$ cat src/design/wans_pkg.sv
// Shared types, constants and helpers for the weekly alarm next-select unit.
package wans_pkg;

   localparam int ENTRY_COUNT = 7;
   localparam int IDX_W       = 3;
   localparam int SEC_W       = 20;
   localparam int DAY_W       = 17;
   localparam int CNT_W       = 8;
   localparam int REQ_W       = 48;
   localparam int RSP_W       = 48;

   localparam logic [IDX_W-1:0] NO_ENTRY = 3'd7;

   localparam int HOUR_SEC = 3600;
   localparam int MIN_SEC  = 60;
   localparam int DAY_SEC  = 86400;

   typedef enum logic [2:0] {
      ACT_WRITE   = 3'd0,
      ACT_RESCHED = 3'd1,
      ACT_FIRE    = 3'd2,
      ACT_STOP    = 3'd3,
      ACT_TOGGLE  = 3'd4,
      ACT_ENABLE  = 3'd5
   } action_type;

   localparam logic CSR_DAILY  = 1'b0;
   localparam logic CSR_WEEKLY = 1'b1;

   typedef enum logic [2:0] {
      ST_IDLE,
      ST_ACT,
      ST_MOD,
      ST_SCAN,
      ST_DONE
   } state_type;

   // one alarm entry (enabled flag kept apart as a per-entry bit)
   typedef struct packed {
      logic [4:0] hour;
      logic [5:0] minute;
      logic       weekly;
      logic [2:0] weekday;
      logic       rotating;
   } entry_type;

   // current time as seen by the seconds unit
   typedef struct packed {
      logic [2:0]       weekday;
      logic [4:0]       hour;
      logic [5:0]       minute;
      logic [DAY_W-1:0] total;
   } now_type;

   // request beat, first field in the low bits
   typedef struct packed {
      logic [4:0] pad;
      logic [5:0] now_second;
      logic [5:0] now_minute;
      logic [4:0] now_hour;
      logic [2:0] now_weekday;
      logic       set_rotating;
      logic       set_enabled;
      logic [2:0] set_weekday;
      logic       set_weekly;
      logic [5:0] set_minute;
      logic [4:0] set_hour;
      logic [2:0] entry_index;
      logic [2:0] action;
   } req_item_type;

   // response beat, first field in the low bits
   typedef struct packed {
      logic                   pad;
      logic                   status;
      logic [7:0]             fired_text_index;
      logic                   fired;
      logic [ENTRY_COUNT-1:0] enabled_mask;
      logic [ENTRY_COUNT-1:0] alerting_mask;
      logic [SEC_W-1:0]       seconds_until;
      logic [IDX_W-1:0]       scheduled_index;
   } rsp_item_type;

   function automatic logic [2:0] wday_mod7(input logic [2:0] d);
      return (d == 3'd7) ? 3'd0 : d;
   endfunction

endpackage

$ cat src/design/wans_secs.sv
// Seconds from the current time to an entry's next occurrence, clamped to at least 1.
module wans_secs (
   input  wans_pkg::entry_type         entry,
   input  wans_pkg::now_type           cur,
   output logic [wans_pkg::SEC_W-1:0]  seconds
);
   import wans_pkg::*;

   logic [DAY_W-1:0]  target;
   logic              passed;
   logic [2:0]        tw;
   logic [2:0]        cw;
   logic [2:0]        wdiff;
   logic [2:0]        days;
   logic [SEC_W-1:0]  day_part;
   logic signed [21:0] diff;

   assign target = DAY_W'(entry.hour) * DAY_W'(HOUR_SEC)
                 + DAY_W'(entry.minute) * DAY_W'(MIN_SEC);

   assign passed = (entry.hour < cur.hour) ||
                   ((entry.hour == cur.hour) && (entry.minute <= cur.minute));

   assign tw    = wday_mod7(entry.weekday);
   assign cw    = wday_mod7(cur.weekday);
   assign wdiff = (tw >= cw) ? 3'(tw - cw) : 3'(tw + 3'd7 - cw);

   always_comb begin
      if (entry.weekly) begin
         days = ((wdiff == 3'd0) && passed) ? 3'd7 : wdiff;
      end else begin
         days = {2'b00, passed};
      end
   end

   assign day_part = SEC_W'(days) * SEC_W'(DAY_SEC);

   assign diff = $signed({2'b00, day_part}) + $signed({5'b00000, target})
               - $signed({5'b00000, cur.total});

   assign seconds = (diff < 22'sd1) ? SEC_W'(1) : diff[SEC_W-1:0];

endmodule

$ cat src/design/weekly_alarm_next_select_unit.sv
// Seven-entry daily/weekly alarm scheduler with one shared seconds unit and a scan sequencer.
//
//  channel  | ports                          | beat
//  ---------+--------------------------------+--------------------------------------
//  request  | req_tvalid/tready/tdata[47:0]  | one action plus the current time
//  response | rsp_tvalid/tready/tdata[47:0]  | schedule, masks and fire result
//  csr      | csr_valid/ready/index/data     | text count register write
//
//  A write, fire, stop or toggle without a scan goes through the act state
//  straight to done; a reschedule scan steps the seconds unit over the seven
//  entries one per cycle, and a rotating fire runs the text index wrap as an
//  8-step restoring remainder.
//  Synchronous active-high reset: all entries disabled and zero, no schedule.
//  A finished response sits in an output register; the next request is taken
//  while it waits, and the sequencer only holds in its last state if the
//  output register is still full.
module weekly_alarm_next_select_unit (
   input  logic                        clock,
   input  logic                        reset,
   input  logic                        req_tvalid,
   output logic                        req_tready,
   // action[2:0] entry_index[5:3] set_hour[10:6] set_minute[16:11] set_weekly[17]
   // set_weekday[20:18] set_enabled[21] set_rotating[22] now_weekday[25:23]
   // now_hour[30:26] now_minute[36:31] now_second[42:37], zero fill above
   input  logic [wans_pkg::REQ_W-1:0]  req_tdata,
   output logic                        rsp_tvalid,
   input  logic                        rsp_tready,
   // scheduled_index[2:0] seconds_until[22:3] alerting_mask[29:23]
   // enabled_mask[36:30] fired[37] fired_text_index[45:38] status[46], zero fill above
   output logic [wans_pkg::RSP_W-1:0]  rsp_tdata,
   input  logic                        csr_valid,
   output logic                        csr_ready,
   input  logic                        csr_index,
   input  logic [7:0]                  csr_data
);
   import wans_pkg::*;

   state_type              state_ff, state_in;
   req_item_type           item_ff;
   entry_type              entry_ff [ENTRY_COUNT];
   logic [CNT_W-1:0]       pos_ff [ENTRY_COUNT];
   logic [ENTRY_COUNT-1:0] en_ff;
   logic [ENTRY_COUNT-1:0] alert_ff;
   logic [IDX_W-1:0]       sched_ff;
   logic [IDX_W-1:0]       best_idx_ff, best_idx_in;
   logic [SEC_W-1:0]       best_time_ff;
   logic [IDX_W-1:0]       scan_cnt_ff;
   logic [2:0]             mod_cnt_ff;
   logic [CNT_W-1:0]       daily_cnt_ff, weekly_cnt_ff;
   logic [CNT_W-1:0]       cnt_ff;
   logic [CNT_W-1:0]       div_ff;
   logic [CNT_W-1:0]       rem_ff, rem_in;
   logic [DAY_W-1:0]       now_total_ff;
   logic                   fired_ff;
   logic [CNT_W-1:0]       fired_text_ff;
   logic                   status_ff;
   logic                   rsp_valid_ff;
   rsp_item_type           rsp_data_ff, rsp_q, rsp_in;

   logic                   req_fire;
   logic                   idx_ok;
   logic                   bad_idx;
   logic                   all_en;
   logic                   resched;
   logic                   rot_fire;
   logic [IDX_W-1:0]       rd_idx;
   entry_type              rd_entry;
   now_type                cur;
   logic [SEC_W-1:0]       secs;
   logic                   elig;
   logic                   take;
   logic                   scan_last;
   logic                   out_load;
   logic [CNT_W:0]         mod_shift;
   logic                   mod_ge;
   logic [CNT_W-1:0]       cnt_eff;

   // ---------------- decode of the held request ----------------
   assign idx_ok  = item_ff.entry_index < IDX_W'(ENTRY_COUNT);
   assign bad_idx = !idx_ok && ((item_ff.action == ACT_WRITE) ||
                                (item_ff.action == ACT_STOP) ||
                                (item_ff.action == ACT_ENABLE));
   assign all_en  = &en_ff;

   always_comb begin
      resched = 1'b0;
      unique case (item_ff.action)
         ACT_RESCHED: resched = 1'b1;
         ACT_STOP:    resched = idx_ok && alert_ff[item_ff.entry_index];
         ACT_TOGGLE:  resched = !all_en;
         ACT_ENABLE:  resched = idx_ok;
         default:     resched = 1'b0;
      endcase
   end

   // single read port into the entry table
   assign rd_idx   = (state_ff == ST_SCAN) ? scan_cnt_ff : sched_ff;
   assign rd_entry = (rd_idx != NO_ENTRY) ? entry_ff[rd_idx] : '0;

   assign rot_fire = (item_ff.action == ACT_FIRE) && (sched_ff != NO_ENTRY) &&
                     rd_entry.rotating;

   assign cnt_eff  = rd_entry.weekly ? weekly_cnt_ff : daily_cnt_ff;

   assign cur.weekday = item_ff.now_weekday;
   assign cur.hour    = item_ff.now_hour;
   assign cur.minute  = item_ff.now_minute;
   assign cur.total   = now_total_ff;

   wans_secs u_secs (
      .entry   (rd_entry),
      .cur     (cur),
      .seconds (secs)
   );

   // scan compare
   assign elig        = en_ff[scan_cnt_ff] && !alert_ff[scan_cnt_ff];
   assign take        = elig && ((best_idx_ff == NO_ENTRY) || (secs < best_time_ff));
   assign best_idx_in = take ? scan_cnt_ff : best_idx_ff;
   assign scan_last   = scan_cnt_ff == IDX_W'(ENTRY_COUNT - 1);

   // one restoring remainder step
   assign mod_shift = {rem_ff, div_ff[mod_cnt_ff]};
   assign mod_ge    = mod_shift >= {1'b0, cnt_ff};
   assign rem_in    = mod_ge ? CNT_W'(mod_shift - {1'b0, cnt_ff}) : mod_shift[CNT_W-1:0];

   // ---------------- state machine ----------------
   always_comb begin
      state_in = state_ff;
      unique case (state_ff)
         ST_IDLE: if (req_tvalid) state_in = ST_ACT;
         ST_ACT: begin
            if (rot_fire)     state_in = ST_MOD;
            else if (resched) state_in = ST_SCAN;
            else              state_in = ST_DONE;
         end
         ST_MOD:  if (mod_cnt_ff == 3'd0) state_in = ST_DONE;
         ST_SCAN: if (scan_last) state_in = ST_DONE;
         ST_DONE: if (!rsp_valid_ff || rsp_tready) state_in = ST_IDLE;
         default: state_in = ST_IDLE;
      endcase
   end

   always_comb begin
      req_tready = 1'b0;
      out_load   = 1'b0;
      unique case (state_ff)
         ST_IDLE: req_tready = 1'b1;
         ST_DONE: out_load   = !rsp_valid_ff || rsp_tready;
         default: ;
      endcase
   end

   assign req_fire  = req_tvalid && req_tready;
   assign csr_ready = 1'b1;

   always_comb begin
      rsp_in                  = '0;
      rsp_in.scheduled_index  = sched_ff;
      rsp_in.seconds_until    = (sched_ff != NO_ENTRY) ? secs : '0;
      rsp_in.alerting_mask    = alert_ff;
      rsp_in.enabled_mask     = en_ff;
      rsp_in.fired            = fired_ff;
      rsp_in.fired_text_index = fired_text_ff;
      rsp_in.status           = status_ff;
   end

   // ---------------- control and table state ----------------
   always_ff @(posedge clock) begin
      if (reset) begin
         state_ff      <= ST_IDLE;
         en_ff         <= '0;
         alert_ff      <= '0;
         sched_ff      <= NO_ENTRY;
         best_idx_ff   <= NO_ENTRY;
         scan_cnt_ff   <= '0;
         mod_cnt_ff    <= '0;
         daily_cnt_ff  <= CNT_W'(1);
         weekly_cnt_ff <= CNT_W'(1);
         rsp_valid_ff  <= 1'b0;
         for (int i = 0; i < ENTRY_COUNT; i++) begin
            entry_ff[i] <= '0;
            pos_ff[i]   <= '0;
         end
      end else begin
         state_ff <= state_in;

         if (csr_valid && csr_ready) begin
            unique case (csr_index)
               CSR_DAILY:  daily_cnt_ff  <= csr_data;
               CSR_WEEKLY: weekly_cnt_ff <= csr_data;
               default: ;
            endcase
         end

         if (state_ff == ST_ACT) begin
            best_idx_ff <= NO_ENTRY;
            scan_cnt_ff <= '0;
            mod_cnt_ff  <= 3'd7;
            unique case (item_ff.action)
               ACT_WRITE: begin
                  if (idx_ok) begin
                     entry_ff[item_ff.entry_index] <= '{hour:     item_ff.set_hour,
                                                        minute:   item_ff.set_minute,
                                                        weekly:   item_ff.set_weekly,
                                                        weekday:  item_ff.set_weekday,
                                                        rotating: item_ff.set_rotating};
                     en_ff[item_ff.entry_index] <= item_ff.set_enabled;
                  end
               end
               ACT_FIRE: begin
                  if (sched_ff != NO_ENTRY) alert_ff[sched_ff] <= 1'b1;
               end
               ACT_STOP: begin
                  if (idx_ok) alert_ff[item_ff.entry_index] <= 1'b0;
               end
               ACT_TOGGLE: begin
                  en_ff <= all_en ? '0 : '1;
                  if (all_en) sched_ff <= NO_ENTRY;
               end
               ACT_ENABLE: begin
                  if (idx_ok) en_ff[item_ff.entry_index] <= 1'b1;
               end
               default: ;
            endcase
         end

         if (state_ff == ST_MOD) begin
            mod_cnt_ff <= mod_cnt_ff - 3'd1;
            if (mod_cnt_ff == 3'd0) pos_ff[sched_ff] <= rem_in;
         end

         if (state_ff == ST_SCAN) begin
            best_idx_ff <= best_idx_in;
            scan_cnt_ff <= scan_cnt_ff + IDX_W'(1);
            if (scan_last) sched_ff <= best_idx_in;
         end

         if (out_load)        rsp_valid_ff <= 1'b1;
         else if (rsp_tready) rsp_valid_ff <= 1'b0;
      end
   end

   // ---------------- payload registers ----------------
   always_ff @(posedge clock) begin
      if (req_fire) item_ff <= req_item_type'(req_tdata);

      if (state_ff == ST_ACT) begin
         now_total_ff  <= DAY_W'(item_ff.now_hour) * DAY_W'(HOUR_SEC)
                        + DAY_W'(item_ff.now_minute) * DAY_W'(MIN_SEC)
                        + DAY_W'(item_ff.now_second);
         status_ff     <= bad_idx;
         // a zero count register acts as one
         cnt_ff        <= (cnt_eff == '0) ? CNT_W'(1) : cnt_eff;
         rem_ff        <= '0;
         div_ff        <= (sched_ff != NO_ENTRY) ? CNT_W'(pos_ff[sched_ff] + CNT_W'(1)) : '0;
         fired_ff      <= (item_ff.action == ACT_FIRE) && (sched_ff != NO_ENTRY);
         fired_text_ff <= ((item_ff.action == ACT_FIRE) && (sched_ff != NO_ENTRY)) ?
                          pos_ff[sched_ff] : '0;
      end

      if (state_ff == ST_MOD) begin
         rem_ff <= rem_in;
         if (mod_cnt_ff == 3'd0) fired_text_ff <= rem_in;
      end

      if ((state_ff == ST_SCAN) && take) best_time_ff <= secs;

      if (out_load) rsp_data_ff <= rsp_in;
   end

   assign rsp_tvalid = rsp_valid_ff;
   assign rsp_tdata  = RSP_W'(rsp_data_ff);
   assign rsp_q      = rsp_data_ff;

`ifndef SYNTHESIS
   a_fired_alerting: assert property (@(posedge clock) disable iff (reset)
      (rsp_tvalid && rsp_q.fired) |->
         ((rsp_q.scheduled_index != NO_ENTRY) &&
          (|(rsp_q.alerting_mask & (ENTRY_COUNT'(1) << rsp_q.scheduled_index)))))
      else $error("fired beat without the scheduled entry alerting");

   a_none_zero_secs: assert property (@(posedge clock) disable iff (reset)
      rsp_tvalid |-> ((rsp_q.seconds_until == '0) == (rsp_q.scheduled_index == NO_ENTRY)))
      else $error("seconds_until and scheduled_index disagree");

   a_status_no_fire: assert property (@(posedge clock) disable iff (reset)
      (rsp_tvalid && rsp_q.status) |-> !rsp_q.fired)
      else $error("bad index beat also fired");

   a_scan_range: assert property (@(posedge clock) disable iff (reset)
      (state_ff == ST_SCAN) |-> (scan_cnt_ff < IDX_W'(ENTRY_COUNT)))
      else $error("scan counter past last entry");

   a_take_after_done: assert property (@(posedge clock) disable iff (reset)
      req_fire |=> (state_ff == ST_ACT))
      else $error("accepted request did not start the sequencer");
`endif

endmodule

$ cat config.mk
export PLATFORM = sky130hd
export DESIGN_NAME = weekly_alarm_next_select_unit
export DESIGN_NICKNAME = d
export VERILOG_FILES = /design/src/design/wans_pkg.sv /design/src/design/wans_secs.sv /design/src/design/weekly_alarm_next_select_unit.sv
export SDC_FILE = /design/constraint.sdc
export NUM_CORES = 1
export LEC_CHECK = 0
export BUFFER_PORTS_ARGS = -buffer_cell sky130_fd_sc_hd__buf_2
export CAP_MARGIN = 20
export CORE_MARGIN = 10
export CORE_UTILIZATION = 40
export DETAILED_ROUTE_END_ITERATION = 16
export GPL_ROUTABILITY_DRIVEN = 0
export PLACE_DENSITY = 0.53
export SLEW_MARGIN = 25
export SYNTH_ARGS = -nofsm -noshare
export SYNTH_HDL_FRONTEND = slang
export SYNTH_SLANG_ARGS = --single-unit
$ cat constraint.sdc
create_clock -name clock -period 17.5 [get_ports clock]
set_clock_uncertainty 0.2 [all_clocks]
set_input_delay 1.75 -clock clock [delete_from_list [all_inputs] [get_ports clock]]
set_output_delay 1.75 -clock clock [all_outputs]
set_load 0.005 [all_outputs]
[Word-level counts from Yosys, hierarchy flattened]
Memories as Yosys holds them, arrays and structs flattened. A register that Yosys moved wholly into a read port is not among the register bits.
Index checks and enable logic that the tools add are counted.
Word-level totals
  word-level logic and storage cells: 214
  output and inout port bits: 51
  register bits: 207
  memories kept: 2
  bits in read-only memories: 0
  bits of input ports: 62
  bits in writable memories: 168
  bits in latches: 0
Memory list
  entry_ff: words 7, bits a word 16, read ports 1, clocked after Yosys merged registers in 0, wr ports 7, line weekly_alarm_next_select_unit.sv:40  | entry_type entry_ff [ENTRY_COUNT];
  pos_ff: words 7, bits a word 8, read ports 1, clocked after Yosys merged registers in 1, wr ports 7, line weekly_alarm_next_select_unit.sv:41  | logic [CNT_W-1:0] pos_ff [ENTRY_COUNT];
Operators by class
  mux-type cells: 77
  divide/modulo/power cells: 0
  multiply operators: 5
  magnitude comparators: 13
  eq/ne operators: 24
  bitwise operators: 5
  shift-type cells: 0
  reductions and logical operators: 39
  add/sub/neg operators: 12
Operator list (number)
  2-to-1 mux 3 bit: 26
  2-to-1 mux 8 bit: 9
  2-to-1 mux 7 bit: 5
  adder 17 x 12 -> 17 bit: 2
  2-to-1 mux 16 bit: 2
  multiplier 5 x 8 -> 13 bit (second input constant): 2
  2-to-1 mux 1 bit: 23
  less-than comparator 22 x 2 -> 1 bit (second input constant): 1
  subtractor 22 x 18 -> 22 bit: 1
  adder 20 x 17 -> 21 bit: 1
  == test 3 bit (second input constant): 7
  one-hot mux 7 bit (3 select lines): 1
  less-than comparator 20 bit: 1
  multiplier 6 x 4 -> 10 bit (second input constant): 2
  2-to-1 mux 20 bit: 1
  adder 17 x 6 -> 17 bit: 1
  less-than comparator 3 x 4 -> 1 bit (second input constant): 4
  OR reduction 16 bit: 1
  one-hot mux 3 bit (5 select lines): 1
  inequality test 2 bit (second input constant): 7
  OR 7 bit: 2
  one-hot mux 7 bit (2 select lines): 1
  multiplier 3 x 10 -> 13 bit (second input constant): 1
  binary-select mux 1 bit (select 3 bit): 4
  other kinds (34): 69

[Depth between registers and ports, before layout]
Gate-level depths: netlist (run 1).
  word-level depth: 25
  mapped depth: 59

[Modules after synthesis]
A second synthesis (run 1) with hierarchy kept.
Unflattened totals
  cells, all modules: 2076
  area total of the unflattened synthesis: 21863.5 um^2
Modules (own cells, without submodules)
  weekly_alarm_next_select_unit: seq. area each 10720.3 um^2, area each 18245.0 um^2, times used 1, cells each 1617
  wans_secs: seq. area each 0.0 um^2, area each 3618.5 um^2, times used 1, cells each 459

[Worst setup path after synthesis (run 1)]
No wires, ideal clock.
  path type: register to register
  start point: register state_ff[0]
  end point: register best_time_ff[0] (enable)
  stages on the path, launching flop included: 56
  required time: 16.878 ns
  slack: 4.498 ns
  setup time: 0.422 ns
  arrival: 12.380 ns
  path buffers: 8
  path through: dfxtp_1 buf_2 nor2b_1 buf_2 nand2_2 buf_2 o21ai_2 clkbuf_1 clkbuf_1 mux4_2 or2_2 o221ai_1 inv_1 fa_1 inv_1 fa_1 inv_1 ha_1 [20 not listed] nor3_1 o2111ai_1 o21bai_1 buf_2 buf_1 nor2_1 ha_1 a21o_1 a21o_1 a21oi_1 nor2b_1 o21ai_0 o211ai_1 nand3_1 nand2_1 o31a_1 and2_1 nor3_1
On the way
  cells in the longest elaborated chain, start to end: 22
  elaborated cells on any way between the ends: 33
  classes of those cells: add/sub: 6; mul: 3; order compare: 5; eq/ne: 4; mux: 7; reduce/logical: 7; memory: 1
RTL lines
  from (decl): line weekly_alarm_next_select_unit.sv:38  | state_type state_ff, state_in;
  from (signal assigned): line weekly_alarm_next_select_unit.sv:186  | state_ff <= state_in;
  == test 3 x 2 -> 1 bit *: line weekly_alarm_next_select_unit.sv:97  | assign rd_idx = (state_ff == ST_SCAN) ? scan_cnt_ff : sched_ff;
  2-to-1 mux 3 bit *: line weekly_alarm_next_select_unit.sv:97
  memory (7 x 16 bit) or inequality test 3 bit (tied branches)
  2-to-1 mux 16 bit *: line weekly_alarm_next_select_unit.sv:98  | assign rd_entry = (rd_idx != NO_ENTRY) ? entry_ff[rd_idx] : '0;
  == test 3 bit: line wans_pkg.sv:85  | return (d == 3'd7) ? 3'd0 : d;
  2-to-1 mux 3 bit: line wans_pkg.sv:85
  adder 3 bit: line wans_secs.sv:26  | assign wdiff = (tw >= cw) ? 3'(tw - cw) : 3'(tw + 3'd7 - cw);
  subtractor 3 bit: line wans_secs.sv:26
  [7 not listed]
  subtractor 22 x 18 -> 22 bit *: line wans_secs.sv:39  | - $signed({5'b00000, cur.total});
  less-than comparator 22 x 2 -> 1 bit: line wans_secs.sv:41  | assign seconds = (diff < 22'sd1) ? SEC_W'(1) : diff[SEC_W-1:0];
  2-to-1 mux 20 bit *: line wans_secs.sv:41
  named net secs[13]: line weekly_alarm_next_select_unit.sv:69  | logic [SEC_W-1:0] secs;
  less-than comparator 20 bit *: line weekly_alarm_next_select_unit.sv:118  | assign take = elig && ((best_idx_ff == NO_ENTRY) || (secs < best_time_ff));
  logical OR 1 bit *: line weekly_alarm_next_select_unit.sv:118
  logical AND 1 bit *: line weekly_alarm_next_select_unit.sv:118
  logical AND 1 bit *: line weekly_alarm_next_select_unit.sv:267  | if ((state_ff == ST_SCAN) && take) best_time_ff <= secs;
  to (signal assigned): line weekly_alarm_next_select_unit.sv:267
  to (decl): line weekly_alarm_next_select_unit.sv:46  | logic [SEC_W-1:0] best_time_ff;
The timed path passes the listed nets; every way through them passes the cells marked *.
A chain may end at the register's enable or synchronous reset.

[Worst setup path after layout (run 1)]
  start point: register state_ff[0]
  end point: register best_time_ff[12] (enable)
Same word-level chain as after synthesis.

==> out/qor.yml, run 1 <==
yosys:
  synth_edf_count: 313
  avgSynthCellArea_um2: 10.77
  async_flop_share: 0
  synth_cells: 2030
  ys_types: 81
  synth_area_mm2: 0.02186
  synth_top_area_frac: 0.4300
  ys_warn_count: 0
  synth_area_leaders: "edfxtp_1 (43%), ha_1 (9.7%), dfxtp_1 (7.1%)"
  synth_ff_type: "edfxtp_1"
  yosysMostFrequentCell: "edfxtp_1"
  yosys.area.top_type: "edfxtp_1"
  yosysSeqAreaShare: 0.5014
  yosys_register_bits: 391
  synth_commonest_cells: "edfxtp_1 (313), nor2_1 (283), nand2_1 (191)"
timing:
  grt_setup_unrepaired: "false"
  maxSlewHeadroom: 0.3180
  fin_tns_setup_ps: 0
  fmax_ghz: 0.07489
  fin_crit_sh: 0.7630
  slew_violations: 0
  tightestPinTransition_ps: 1023
  period_needed_ps: 13350
  setup-violations-final: 0
  hold_viol: 0
global_routing:
  globalRoute.totalOverflow: 0
  grt_usage: 0.1650
  grt_pass1_wl_mm: 84.41
  grt_pass1_vias: 15240
  antenna_found_initial: 0
  grt_max_degree: 55
worst_hold_path:
  hold_class: "flip-flop to flip-flop"
clock_network:
  cts_tree: "built"
  cts.repair.resized: 0
  cts-root-buf: "clkbuf_16"
  hold_buffers: 0
  cts_setup_buffers: 0
  cts_sinks: 391
  clk_path_buf_depth: 3
  htree_levels: 2
  worstSkewPairLatency_ps: 580
  clk_pin_slew_ps: 60
  numCtsBuffers: 46
outcome:
  status: "completed"
setup_path:
  rr_endpoint: "best_time_ff[12]"
  cp.required_ps: 17550
  end_kind: "flip-flop"
  max_stage_delay_ps: 650
  reg2regPathDepth: 50
  crit_family: "compound AO/OA/AOI/OAI gates"
  r2r_start: "state_ff[0]"
  critPathLaunch: "state_ff[0]"
  path_class: "flip-flop to flip-flop"
  cp.depth: 50
  startpoint_type: "flip-flop"
  arrival_ps: 13400
  crit_top_cell: "a21oi_1"
  path_max_fanout: 34
  cpMaxStageDelayCell: "fa_1"
  rrSetupSlack_ps: 4150
  endpoint: "best_time_ff[12]"
  worst-path-buf-inv: 6
routing:
  dr.pass1.iters: 5
  via_count: 15050
  via_per_inst: 5.247
  route.detailed.drc: 0
  antenna_left: 0
  routed_wl_mm: 53.06
  drtIter0Drc: 970
  wire_per_inst_um: 18.49
power_and_ir_drop:
  pwr_density_cell_mw_per_mm2: 113.4
  ir_worst_vdd_mv: 0.06920
  p_leak_nw: 10.24
die:
  die_w_um: 253.8
  core_mm2: 0.05392
  rows: 85
  start_util: 0.4054
  die_height_um: 253.8
  io_pins: 113
  dieArea_mm2: 0.06440
layout:
  design_area_mm2: 0.02473
  drive_gt1_frac: 0.1348
  n_antenna_cell: 0
  fin_util: 0.4586
  syn2layout_area_growth_pct: 13.13
  nFillCells: 5055
  num-nets-final: 2401
placement:
  portBuffers: 105
  post-dp-hpwl_mm: 38.24
  placed_area_mm2: 0.02319
flow_run:
  maxCapViolCount: 0
==> cell families after synthesis <==
family          synth area share
mux                      0.04917
flops                     0.5014
compound gates            0.1127
fa+ha+maj                 0.1266
simple gates              0.1319
buf+inv                  0.04419
xor+xnor                 0.03360
other cells            0.0003436
==> how the worst min path moves through the flow <==
stage | start | end | slack (ps) | cells after the start
2_1_floorplan | item_ff[37] | now_total_ff[0] | 200 | 0
3_3_place_gp | item_ff[38] | now_total_ff[1] | 200 | 0
3_5_place_dp | item_ff[37] | now_total_ff[0] | 200 | 0
4_1_cts | item_ff[37] | now_total_ff[0] | 220 | 0
5_1_grt | item_ff[38] | now_total_ff[1] | 230 | 0
6_report | item_ff[37] | now_total_ff[0] | 220 | 0
==> per-layer routing <==
layer	vias up	track usage	routed length, um
met3	71	0.02687	2615
met2	348	0.2667	24590
met5	-	0	0
met1	7261	0.2279	25020
met4	0	0.03865	838
li1	7374	-	-
==> final cells by class <==
type                            instances  area (um^2)  area share
Sequential cell                       391        10960      0.4432
Multi-Input combinational cell       1395        10000      0.4044
Clock buffer                           64         1360     0.05500
Tap cell                              696        870.8     0.03522
Timing Repair Buffer                  128        698.2     0.02823
Inverter                              175        656.9     0.02656
Clock inverter                         20        181.4    0.007337
==> placed cells by master, fill, tap and decap left out, types with 15 or more instances in the layout <==
cell type  instances
edfxtp_1         313
nor2_1           282
nand2_1          191
inv_1            174
ha_1             170
a21oi_1          169
buf_2            105
dfxtp_1           78
xnor2_1           54
o21ai_0           50
clkbuf_16         47
mux4_2            34
nand3_1           33
fa_1              32
nor3_1            29
xor2_1            28
o21bai_1          26
nand2b_1          24
a21o_1            23
buf_4             23
nor2b_1           19
mux2i_1           16
o21a_1            16
or2_2             15
==> flip-flops by register name, summed over array words and instances, names as in the netlist, 8 cells and up, named ones only <==
| signal | flops |
|---|---|
| best_time_ff | 20 |
| item_ff | 29 |
| div_ff | 8 |
| entry_ff | 120 |
| cnt_ff | 8 |
| daily_cnt_ff | 8 |
| rsp_tdata | 47 |
| now_total_ff | 17 |
| pos_ff | 64 |
| cur | 14 |
| weekly_cnt_ff | 8 |
| rem_ff | 8 |
| fired_text_ff | 8 |
==> stage by stage <==
step / hold slack [ps] / total power [W] / std cells / setup slack (ps)
global route: 233.9 / 0.002972 / 2869 / 2895
finish: 218.9 / 0.002805 / 2869 / 4147
floorplan: 200.3 / 0.001673 / 2038 / 4498
detailed placement: 204.5 / 0.001863 / 2785 / 4063
global placement: 204.5 / 0.001855 / 2785 / 4119
CTS: 218.5 / 0.002836 / 2869 / 4017
==> where the power goes <==
part | switching (W) | internal [W]
registers | 0.0000280 | 0.00109
logic | 0.000436 | 0.000288
clock network | 0.000387 | 0.000573
(Power assumes the default switching activity.)
==> run 2, diff against run 1 <==
==> constraint.sdc (replaced) <==
create_clock -name clock -period 12.46 [get_ports clock]
set_clock_uncertainty 0.2 [all_clocks]
set_input_delay 1.246 -clock clock [delete_from_list [all_inputs] [get_ports clock]]
set_output_delay 1.246 -clock clock [all_outputs]
set_load 0.005 [all_outputs]
==> run 2 against run 1 <==
Routed wire length grew 2.2%. Register-to-register slack lost 3500 ps. First-iteration DRC count grew 5.9%. Global-route usage grew 0.17 points. Critical endpoint is now best_time_ff[6].
==> out/qor.yml, run 2 (synthesis gave the netlist of run 1 again) <==
die:
  start_util: 0.4054  # unchanged
  die_height_um: 253.8  # unchanged
  core_mm2: 0.05392  # unchanged
  die_w_um: 253.8  # unchanged
  rows: 85  # unchanged
  io_pins: 113  # unchanged
  dieArea_mm2: 0.06440  # unchanged
layout:
  num-nets-final: 2428  # was 2401
  largest_reg_flops: 120  # unchanged
  syn2layout_area_growth_pct: 15.43  # was 13.13%
  n_antenna_cell: 0  # unchanged
  drive_gt1_frac: 0.1513  # was 0.1348
  regMostFlops: "entry_ff"  # unchanged
  layout_commonest_cell: "edfxtp_1"  # unchanged
  final_cell_mix: "edfxtp_1 (313), nor2_1 (281), nand2_1 (191)"  # was edfxtp_1 (313), nor2_1 (282), nand2_1 (191)
  fin_util: 0.4679  # was 0.4586
setup_path:
  end_kind: "flip-flop"  # unchanged
  reg2regPathDepth: 51  # was 50
  startpoint_type: "flip-flop"  # unchanged
  crit_top_cell: "ha_1"  # was a21oi_1
  path_class: "flip-flop to flip-flop"  # unchanged
  arrival_ps: 11840  # was 13400 ps
  r2r_start: "state_ff[0]"  # unchanged
  rr_endpoint: "best_time_ff[6]"  # was best_time_ff[12]
  cpMaxStageDelayCell: "mux4_2"  # was fa_1
  max_stage_delay_ps: 540  # was 650 ps
  cp.required_ps: 12530  # was 17550 ps
  rrSetupSlack_ps: 690  # was 4150 ps
  path_max_fanout: 10  # was 34
power_and_ir_drop:
  ir_worst_vdd_mv: 0.1036  # was 0.06920 mV
  p_leak_nw: 10.51  # was 10.24 nW
  p_sw_frac: 0.2952  # was 0.3035
  net-switching-power_w: 0.001225  # was 0.0008513 W
  clockPowerShare: 0.370  # was 0.343
  p_seq_frac: 0.378  # was 0.399
  comb_power_share: 0.251  # was 0.258
  internal-power_w: 0.002925  # was 0.001953 W
  pwr_density_cell_mw_per_mm2: 164.5  # was 113.4 mW/mm^2
routing:
  dr.pass1.iters: 5  # unchanged
  routed_wl_mm: 54.24  # was 53.06 mm
  via_per_inst: 5.244  # was 5.247
  antenna_left: 0  # unchanged
  via_count: 15190  # was 15050
  route.detailed.drc: 0  # unchanged
  wire_per_inst_um: 18.72  # was 18.49 um
  drtIter0Drc: 1027  # was 970
global_routing:
  grt_usage: 0.1667  # was 0.1650
  globalRoute.totalOverflow: 0  # unchanged
  grt_pass1_wl_mm: 84.72  # was 84.41 mm
  grt_pass1_vias: 15280  # was 15240
  grt_max_degree: 76  # was 55
  antenna_found_initial: 0  # unchanged
clock_network:
  htree_levels: 2  # unchanged
  clk_pin_slew_ps: 60  # about the same
  cts_tree: "built"  # unchanged
  clk_path_buf_depth: 3  # unchanged
  numCtsBuffers: 45  # was 46
  worstSkewPairLatency_ps: 580  # about the same
  cts_sinks: 391  # unchanged
  cts-root-buf: "clkbuf_16"  # unchanged
timing:
  fin_tns_setup_ps: 0  # unchanged
  fin_crit_sh: 0.9446  # was 0.7630
  hold_viol: 0  # unchanged
  period_needed_ps: 11770  # was 13350 ps
  tightestPinTransition_ps: 997.8  # was 1023 ps
  fmax_ghz: 0.08496  # was 0.07489 GHz
  maxSlewHeadroom: 0.3348  # was 0.3180
  setup-violations-final: 0  # unchanged
  slew_violations: 0  # unchanged
worst_hold_path:
  hold_class: "flip-flop to flip-flop"  # unchanged
  min-delay-start: "item_ff[37]"  # unchanged
  holdPathStages: 0  # unchanged
  min_to: "now_total_ff[0]"  # unchanged
placement:
  portBuffers: 105  # unchanged
  post-dp-hpwl_mm: 38.73  # was 38.24 mm
flow_run:
  maxCapViolCount: 0  # unchanged
outcome:
  status: "completed"  # unchanged
==> run 2: layout make-up <==
type | count | area [um^2]
fillers | 4950 | 28690
multi-input cells | 1396 | 10080
repair buffers | 155 | 924.6
clock inverters | 30 | 519.2
flip-flops and latches | 391 | 10960
well taps | 696 | 870.8
clock buffers | 54 | 1221
inverters | 175 | 656.9
==> run 2: routing by layer <==
layer | global-route usage | routed length [um] | share of wire | vias up
li1 | - | - | - | 7441
met2 | 0.2698 | 25000 | 0.46 | 336
met4 | 0.04224 | 1021 | 0.019 | 0
met1 | 0.2264 | 25140 | 0.46 | 7341
met5 | 0 | 0 | 0 | -
met3 | 0.03106 | 3075 | 0.057 | 74
==> run 2: repair_timing <==
item / 4_1_cts / 5_1_grt
endpoints found under the setup margin: 0 / 26
buffers inserted: 0 / 9
gates resized for setup: 0 / 22
hold buffers: 0 / 0
==> run 2: worst max path at each step <==
stage                       endpoint  cells after the start   startpoint  slack (ps)
finish               best_time_ff[6]                     51  state_ff[0]         690
global placement    best_time_ff[12]                     48  state_ff[0]         430
CTS                 best_time_ff[13]                     48  state_ff[0]         200
floorplan            best_time_ff[0]                     55  state_ff[0]          60
global route        best_time_ff[15]                     51  state_ff[0]         -40
detailed placement  best_time_ff[14]                     48  state_ff[0]         250
==> run 2: worst max-delay path: cells and delay by family (launching register included) <==
kind            cells  cell delay (ps)
compound gates     18             3670
xor+xnor            4              680
fa+ha+maj           7             2690
buf+inv             6              760
flops               1              410
mux                 2              760
simple gates       14             2270
==> run 2: through the flow <==
stage / instance area [um^2] / hold slack, ps / instances / power, W / setup slack (ps)
3_5_place_dp: 23330 / 205.2 / 2802 / 0.002625 / 248.6
5_1_grt: 25230 / 230.3 / 2897 / 0.004383 / -35.65
4_1_cts: 25070 / 219.2 / 2886 / 0.004180 / 197.8
6_report: 25230 / 220.7 / 2897 / 0.004150 / 690.0
2_1_floorplan: 21890 / 200.3 / 2038 / 0.002350 / 59.60
3_3_place_gp: 23320 / 204.9 / 2802 / 0.002611 / 427.6
==> run 2: power groups by stage <==
stage	Clock, W	Sequential, W	Combinational, W
3_3_place_gp	0	0.00160	0.00101
4_1_cts	0.00157	0.00157	0.00103
3_5_place_dp	0	0.00160	0.00103
2_1_floorplan	0	0.00159	0.000765
5_1_grt	0.00162	0.00158	0.00118
6_report	0.00154	0.00157	0.00104
